`src/rtl/core/aabb_pkg.sv`:
```
// ----------------------------------------------------------------------------
// aabb_pkg
// Shared types and constants of the box overlap and correction pipeline.
// ----------------------------------------------------------------------------
`default_nettype none
package aabb_pkg;

  localparam int QW   = 31;               // quotient / magnitude width
  localparam int DENW = 34;               // mass sum width
  localparam int NUMW = 63;               // dividend width
  localparam int INW  = 320;              // packed input bus width
  localparam int OUTW = 168;              // packed output bus width

  localparam logic [1:0] NRM_POS  = 2'b01;
  localparam logic [1:0] NRM_NEG  = 2'b11;
  localparam logic [1:0] NRM_ZERO = 2'b00;

  localparam logic [15:0] PCT_RESET  = 16'd13107;
  localparam logic [15:0] SLOP_RESET = 16'd655;

  localparam logic REG_PCT  = 1'b0;
  localparam logic REG_SLOP = 1'b1;

  // one box pair
  typedef struct packed {
    logic signed [31:0] a_left;
    logic signed [31:0] a_top;
    logic [30:0]        a_width;
    logic [30:0]        a_height;
    logic signed [31:0] b_left;
    logic signed [31:0] b_top;
    logic [30:0]        b_width;
    logic [30:0]        b_height;
    logic [31:0]        inv_mass_a;
    logic [31:0]        inv_mass_b;
  } pair_t;

  // contact info that rides along the divider
  typedef struct packed {
    logic          hit;
    logic [1:0]    nx;
    logic [1:0]    ny;
    logic [30:0]   pen;
    logic [QW-1:0] scaled;
    logic          sum_nz;
  } side_t;

  // divider entry
  typedef struct packed {
    side_t           side;
    logic [DENW-1:0] den;
    logic [NUMW-1:0] num;
  } div_in_t;

  // divider result
  typedef struct packed {
    side_t         side;
    logic [QW-1:0] quo;
    logic          rem_nz;
  } div_out_t;

endpackage
`default_nettype wire

```
`src/rtl/core/aabb_front.sv`:
```
// ----------------------------------------------------------------------------
// aabb_front
// Five-stage geometry front end: center offsets, overlaps, axis choice,
// slop removal, percent scaling and the mass-weighted dividend.
// ----------------------------------------------------------------------------
`default_nettype none
module aabb_front import aabb_pkg::*; (
  input  wire logic        clk,
  input  wire logic        rst_n,
  input  wire logic        up_valid,
  output logic             up_ready,
  input  wire pair_t       up_data,
  input  wire logic [15:0] pct,
  input  wire logic [15:0] slop,
  output logic             dn_valid,
  input  wire logic        dn_ready,
  output div_in_t          dn_data
);

  logic v1_r, v2_r, v3_r, v4_r, v5_r;
  logic en1, en2, en3, en4, en5;

  assign en5 = !v5_r || dn_ready;
  assign en4 = !v4_r || en5;
  assign en3 = !v3_r || en4;
  assign en2 = !v2_r || en3;
  assign en1 = !v1_r || en2;
  assign up_ready = en1;

  // stage 1: doubled center offsets and size sums
  logic signed [34:0] dx2_r, dy2_r;
  logic [31:0] wsum_r, hsum_r;
  logic [31:0] ima1_r, imb1_r;
  logic signed [34:0] cax, cay, cbx, cby;

  always_comb begin
    cax = {{2{up_data.a_left[31]}}, up_data.a_left, 1'b0} + $signed({4'b0, up_data.a_width});
    cbx = {{2{up_data.b_left[31]}}, up_data.b_left, 1'b0} + $signed({4'b0, up_data.b_width});
    cay = {{2{up_data.a_top[31]}}, up_data.a_top, 1'b0} + $signed({4'b0, up_data.a_height});
    cby = {{2{up_data.b_top[31]}}, up_data.b_top, 1'b0} + $signed({4'b0, up_data.b_height});
  end

  always_ff @(posedge clk) begin
    if (!rst_n) begin
      v1_r <= 1'b0;
    end else if (en1) begin
      v1_r <= up_valid;
    end
  end

  always_ff @(posedge clk) begin
    if (en1) begin
      dx2_r  <= cbx - cax;
      dy2_r  <= cby - cay;
      wsum_r <= {1'b0, up_data.a_width} + {1'b0, up_data.b_width};
      hsum_r <= {1'b0, up_data.a_height} + {1'b0, up_data.b_height};
      ima1_r <= up_data.inv_mass_a;
      imb1_r <= up_data.inv_mass_b;
    end
  end

  // stage 2: overlaps at doubled scale
  logic signed [34:0] ox2_r, oy2_r;
  logic dxneg_r, dyneg_r;
  logic [31:0] ima2_r, imb2_r;
  logic signed [34:0] adx, ady;

  always_comb begin
    adx = dx2_r[34] ? -dx2_r : dx2_r;
    ady = dy2_r[34] ? -dy2_r : dy2_r;
  end

  always_ff @(posedge clk) begin
    if (!rst_n) begin
      v2_r <= 1'b0;
    end else if (en2) begin
      v2_r <= v1_r;
    end
  end

  always_ff @(posedge clk) begin
    if (en2) begin
      ox2_r   <= $signed({3'b0, wsum_r}) - adx;
      oy2_r   <= $signed({3'b0, hsum_r}) - ady;
      dxneg_r <= dx2_r[34];
      dyneg_r <= dy2_r[34];
      ima2_r  <= ima1_r;
      imb2_r  <= imb1_r;
    end
  end

  // stage 3: hit test, axis choice (tie to y), slop removal, mass sum
  logic hit3_r;
  logic [1:0] nx3_r, ny3_r;
  logic [30:0] pen3_r, d3_r;
  logic [DENW-1:0] sum3_r;
  logic [31:0] ima3_r;
  logic hit_c, xsel;
  logic [30:0] pen_c;

  always_comb begin
    hit_c = !ox2_r[34] && (ox2_r != '0) && !oy2_r[34] && (oy2_r != '0);
    xsel  = ox2_r < oy2_r;
    pen_c = xsel ? ox2_r[31:1] : oy2_r[31:1];
  end

  always_ff @(posedge clk) begin
    if (!rst_n) begin
      v3_r <= 1'b0;
    end else if (en3) begin
      v3_r <= v2_r;
    end
  end

  always_ff @(posedge clk) begin
    if (en3) begin
      hit3_r <= hit_c;
      nx3_r  <= (hit_c && xsel) ? (dxneg_r ? NRM_POS : NRM_NEG) : NRM_ZERO;
      ny3_r  <= (hit_c && !xsel) ? (dyneg_r ? NRM_POS : NRM_NEG) : NRM_ZERO;
      pen3_r <= hit_c ? pen_c : '0;
      d3_r   <= (hit_c && pen_c > {15'b0, slop}) ? pen_c - {15'b0, slop} : '0;
      sum3_r <= {2'b0, ima2_r} + {2'b0, imb2_r};
      ima3_r <= ima2_r;
    end
  end

  // stage 4: percent scaling
  side_t side4_r;
  logic [DENW-1:0] sum4_r;
  logic [31:0] ima4_r;
  logic [46:0] pprod;

  assign pprod = {16'b0, d3_r} * {31'b0, pct};

  always_ff @(posedge clk) begin
    if (!rst_n) begin
      v4_r <= 1'b0;
    end else if (en4) begin
      v4_r <= v3_r;
    end
  end

  always_ff @(posedge clk) begin
    if (en4) begin
      side4_r.hit    <= hit3_r;
      side4_r.nx     <= nx3_r;
      side4_r.ny     <= ny3_r;
      side4_r.pen    <= pen3_r;
      side4_r.scaled <= pprod[46:16];
      side4_r.sum_nz <= sum3_r != '0;
      sum4_r         <= sum3_r;
      ima4_r         <= ima3_r;
    end
  end

  // stage 5: dividend scaled * inv_mass_a
  div_in_t out_r;

  always_ff @(posedge clk) begin
    if (!rst_n) begin
      v5_r <= 1'b0;
    end else if (en5) begin
      v5_r <= v4_r;
    end
  end

  always_ff @(posedge clk) begin
    if (en5) begin
      out_r.side <= side4_r;
      out_r.den  <= sum4_r;
      out_r.num  <= {32'b0, side4_r.scaled} * {31'b0, ima4_r};
    end
  end

  assign dn_valid = v5_r;
  assign dn_data  = out_r;

endmodule
`default_nettype wire

```
`config.mk`:
```
export PLATFORM = sky130hd
export DESIGN_NAME = aabb_front
export DESIGN_NICKNAME = d
export VERILOG_FILES = /design/src/rtl/core/aabb_pkg.sv /design/src/rtl/core/aabb_front.sv
export SDC_FILE = /design/constraint.sdc
export NUM_CORES = 2
export LEC_CHECK = 0
export BUFFER_PORTS_ARGS = -buffer_cell sky130_fd_sc_hd__buf_4
export CAP_MARGIN = 20
export CORE_MARGIN = 2
export CORE_UTILIZATION = 65
export CTS_BUF_LIST = sky130_fd_sc_hd__clkbuf_2
export CTS_CLUSTER_DIAMETER = 30
export CTS_CLUSTER_SIZE = 10
export DETAILED_ROUTE_END_ITERATION = 12
export GPL_TIMING_DRIVEN = 0
export PLACE_DENSITY = 0.84
export RECOVER_POWER = 25
export SLEW_MARGIN = 20
export SYNTH_ARGS = -nofsm -noshare
export SYNTH_HDL_FRONTEND = slang
export SYNTH_SLANG_ARGS = --single-unit
```
`constraint.sdc`:
```
create_clock -name clk -period 18.44 [get_ports clk]
set_clock_uncertainty 0.1 [all_clocks]
set_input_delay 5.532 -clock clk [delete_from_list [all_inputs] [get_ports clk]]
set_output_delay 5.532 -clock clk [all_outputs]
set_load 0.005 [all_outputs]
```
; ---- After elaboration in Yosys (flattened, before gate mapping)
; Cells that the tools add are included.
[totals]
register_bits = 771
input_bits = 352
output_inout_bits = 167
wordCells = 85
[op_classes]
add_sub_neg = 14
mul = 2
order_cmp = 2
n_mux = 5
n_reduce_logical = 22
[ops]
columns = op, n
row1 = $add A33 B32 Y34, 4
row2 = $mux W35, 2
row3 = $neg A35 Y35, 2
row4 = $reduce_bool A35 Y1, 2
row5 = $sub A33 B35 Y35, 2
row6 = $sub A34 B34 Y35, 2
row7 = $add A31 B31 Y32, 2
row8 = $mul A31 B32 Y63, 1
row9 = $mul A31 B16 Y47, 1
row10 = $lt A35 B35 Y1, 1
row11 = $reduce_bool A34 Y1, 1
row12 = $add A32 B32 Y33, 1
row13 = $gt A31 B16 Y1, 1
row14 = $mux W31, 1
row15 = $sub A31 B16 Y31, 1
row16 = $logic_not A1 Y1, 8
row17 = $logic_and A1 B1 Y1, 6
row18 = $logic_or A1 B1 Y1, 5
row19 = $mux W2, 2

; ---- Depth between registers and ports, before layout
[logic_depth]
depth_word = 6
depth_mapped = 31
mapped_depth_nobuf = 30

; ---- Worst setup path before layout
; OpenSTA, ideal clock, no wires.
[synth_timing]
kind = input port to output port
from = in dn_ready
to = out up_ready
t_arrival_ps = 10443
required_ps = 12808
setup_slack_ps = 2365
cell_stages = 3
n_path_buf = 0
path_cell_list = nor2b_1 and3_1 nand3_1
[synth_between]
elab_chain_len = 5
[synth_lines]
columns = item, line
row1 = start: declaration, aabb_front.sv:16  ; input wire logic dn_ready,
row2 = $logic_or A1 B1 Y1, aabb_front.sv:23  ; assign en5 = !v5_r || dn_ready;
row3 = $logic_or A1 B1 Y1, aabb_front.sv:24  ; assign en4 = !v4_r || en5;
row4 = $logic_or A1 B1 Y1, aabb_front.sv:25  ; assign en3 = !v3_r || en4;
row5 = $logic_or A1 B1 Y1, aabb_front.sv:26  ; assign en2 = !v2_r || en3;
row6 = $logic_or A1 B1 Y1, aabb_front.sv:27  ; assign en1 = !v1_r || en2;
row7 = end: declaration, aabb_front.sv:11  ; output logic up_ready,
; Every way passes these cells.

; ---- Worst setup path after layout
; Ends and elaborated chain as after synthesis.

==> metrics.csv <==
stage;metric;value;unit
setup_path;R2R Path Start;side4_r[10]$_DFFE_PP_;
logic_synthesis;main combinational cell family by area after synthesis;adder cells;
sta;Max Transition Viols Final;0;
floorplan;row cnt;133;
finish;Core Util, Final;72.0;%
drt;Detailed Route Iter0 Violations;7403;
clocking;Reg clk slew, reported paths;150;ps
place;gpl congestion;1.11;
sta;FMAX;0.0722;GHz
setup_path;max incr delay on CP;690;ps
setup_path;Buf+Inv Stages, Crit Path;3;
setup_path;CP required;12810;ps
setup_path;CP top delay family;simple AND/OR/NAND/NOR gates;
clocking;CTS Buf Count;149;
clocking;CTS tree;built;
finish;Final #Nets;11300;
global_routing;largest net degree at the start of global routing;105;
floorplan;core area;0.132;mm^2
min_path;Hold Path Class;reg -> reg;
drt;Vias;66700;
logic_synthesis;ys flop type;edfxtp_1;
place;post-DP HPWL;239000;um
finish;ratio of cells with drive above 1 in the final layout;8.97;%
global_routing;initial antenna violation count;33;
min_path;HP Start;pen3_r[6]$_SDFFCE_PN0P_;
power;Worst VDD drop;0.110;mV
drt;DRC Markers;0;
power;power per cell area;127;mW/mm^2
place;port bufs;517;
min_path;Worst Hold End;side4_r[38]$_DFFE_PP_;
setup_path;Crit Path Category;in -> out;
outcome;status;finished, final reports clean;
logic_synthesis;Synth Area in XOR/XNOR;3.73;%
drt;drt via density;6.17;
finish;Post-Layout Inst Area;0.0949;mm^2
clocking;CTS Sinks;768;
floorplan;Die Y;369;um
clocking;number of hold buffers added after cts;0;
finish;Fillers;9082;
floorplan;I/O Pins;519;
setup_path;critical path arrival;8210;ps
place;Post-DP Area;0.0929;mm^2
power;P_leak;44.5;nW
clocking;Worst-Skew Late Latency;1680;ps
drt;Wirelength per Cell;27.5;um
logic_synthesis;Synth area leaders;fa_1 32%, edfxtp_1 26%, ha_1 9.7%;
sta;worst-margin pin slew;1340;ps
floorplan;die width;369;um
setup_path;critical path peak fanout;51;
setup_path;crit start category;input pin;
drt;ANT nets after route;0;
logic_synthesis;Synth Area in Simple Gates;13.0;%
clocking;CTS max path bufs;3;
logic_synthesis;sequential share of the synthesized area;26.6;%
finish;P&R area growth vs syn;9.65;%
logic_synthesis;Post-Synthesis Cells;8220;
drt;length of the first detailed-routing pass in iterations;8;
min_path;hold path cells;0;
finish;footprint of the multi-input gates;0.0569;mm^2
floorplan;die area;0.136;mm^2
logic_synthesis;share of the synthesized area in the top cell type;32.2;%
logic_synthesis;Synth Area per Inst;10.5;um^2
clocking;setup bufs post-CTS;0;
logic_synthesis;flops & latches, synth;768;
setup_path;r2r setup slk;7490;ps
setup_path;most used cell, CP;buf_4;
setup_path;Slowest cell on crit path;nand3_4;
logic_synthesis;count of cell types in the netlist;76;
logic_synthesis;Synth Net Count;10600;
global_routing;number of global-route vias before repair;69500;
clocking;Root Buffer;clkbuf_2;
logic_synthesis;Adder-Cell Fraction of Synth Area;41.9;%
logic_synthesis;mux share of post-synthesis cell area;0.130;%
run;total of max-cap violations;0;
sta;Final Cycle Share;75.1;%
logic_synthesis;Yosys warning count;0;
setup_path;critical-path cell list;buf_4 > nor2b_1 > and3_1 > nand3_4 > buf_12 > buf_4;
sta;Finish-stage setup viols;0;
logic_synthesis;cell area after synthesis;0.0866;mm^2
sta;RSZ-0062 raised after global routing;no;
logic_synthesis;EDFF count, synth;763;
floorplan;starting density of the core;65.7;%
logic_synthesis;Post-synth ARST share;0;%
setup_path;crit path capture type;output pin;
logic_synthesis;Synth area leader;fa_1;
logic_synthesis;Synth Area in Compound Gates;6.96;%
global_routing;total gr overflow;0;
drt;Routed WL;297000;um
sta;final hold vios;0;
sta;Slew headroom;10.5;%
clocking;Post-CTS Resized;0;
setup_path;FF-to-FF End;dn_data[62]$_DFFE_PP_;
finish;Storage cell area;0.0230;mm^2
sta;Tmin final;13840;ps
global_routing;total global-route track usage;44.3;%
setup_path;Worst Reg-to-Reg Cells;26;
clocking;CTS HTree Levels;4;
global_routing;first-pass GRT wire length;435000;um
registers in the layout, indices dropped and copies added, names as in the netlist, 2 cells and up:
register  flops
wsum_r       32
ny3_r         2
ima1_r       32
ima4_r       32
side4_r      68
dx2_r        35
dn_data     164
pen3_r       31
sum4_r       33
d3_r         31
ox2_r        35
nx3_r         2
dy2_r        35
imb2_r       32
ima3_r       32
hsum_r       32
oy2_r        35
sum3_r       33
imb1_r       32
ima2_r       32
cells in the mapped netlist (23+ instances only):
cell type     n
and3_1       32
o21a_1       61
and2_1      680
ha_1        668
nor2b_1      48
a21oi_1     271
nand2_1     976
fa_1       1393
clkbuf_1    294
edfxtp_1    763
nor4_1       31
a211oi_1     26
o31ai_1      38
xnor2_1     228
nor3_1       76
nand2b_1     41
nor2_1      265
a31oi_1      23
xor2_1      139
o21bai_1     35
o21ai_0     165
a21o_1      161
inv_1      1475
nand3_1      54
nand4_1      34
metrics by stage:
step | total power, W | TNS, ps | hold WS [ps] | setup slack (ps) | cells
finish | 0.0120 | 0 | 270 | 4600 | 10800
global route | 0.0128 | 0 | 308 | 4520 | 10800
CTS | 0.0118 | 0 | 273 | 4620 | 10800
detailed placement | 0.0104 | 0 | 305 | 4610 | 10500
global placement | 0.0100 | -1150 | 301 | -1150 | 10500
floorplan | 0.00777 | 0 | 300 | 2370 | 8220
cell usage in the layout, fill, tap and decap left out, drive strengths merged, types with 15 or more instances in the layout:
master,n
nor3,76
nor4,31
a31oi,23
o21bai,35
inv,1500
edfxtp,763
o41ai,20
or4,15
fa,1393
nand2,976
clkinvlp,25
xor2,139
nand4,34
nand2b,41
o21a,61
clkbuf,511
diode,32
a21o,161
and3,32
bufinv,17
a211oi,26
nor2,265
clkinv,43
a21oi,272
and2,680
nand3,54
o31ai,38
or3,20
o21ai,167
xnor2,229
ha,668
buf,478
o211ai,15
nor2b,48
cells by family after synthesis:
| family | count (synthesis) |
|---|---|
| AND/OR/NAND/NOR | 2309 |
| adder cells (fa/ha/maj) | 2061 |
| buffers and inverters | 1776 |
| AO/OA/AOI/OAI | 926 |
| flip-flops | 768 |
| XOR/XNOR | 368 |
| multiplexers | 11 |
| other | 1 |
per-layer routing:
metal | vias to the layer above | GRT usage (%) | share of wire (%)
met2 | 4864 | 68.8 | 45
met5 | - | 0 | 0.099
met3 | 1134 | 15.9 | 13
met1 | 33000 | 53.6 | 35
li1 | 27700 | - | -
met4 | 16 | 25.8 | 7.0
power breakdown:
group	leakage (nW)	total (W)	switching (W)	internal [W]
registers	8.52	0.00294	0.000419	0.00253
logic	34.9	0.00774	0.00475	0.00299
clock network	1.15	0.00134	0.000804	0.000535
worst max-delay path by stage:
| stage | end | depth (start not counted) | start | slack [ps] |
|---|---|---|---|---|
| after floorplan | up_ready | 3 | dn_ready | 2370 |
| after global placement | up_ready | 5 | dn_ready | -1150 |
| after detailed placement | side4_r[26]$_DFFE_PP_ | 25 | pct[2] | 4610 |
| after CTS | up_ready | 6 | dn_ready | 4620 |
| after global routing | up_ready | 6 | dn_ready | 4520 |
| final | up_ready | 6 | dn_ready | 4600 |
final cells by class:
cell class | count | area share [%]
buffer | 301 | 1.21
clock buffer | 158 | 0.833
inverter | 1475 | 5.85
multi-input combinational | 5676 | 60.0
timing repair buffer | 530 | 4.30
tap | 1755 | 2.31
sequential | 768 | 24.2
antenna | 32 | 0.0844
clock inverter | 110 | 1.22
Power figures use the tool's default switching activity.
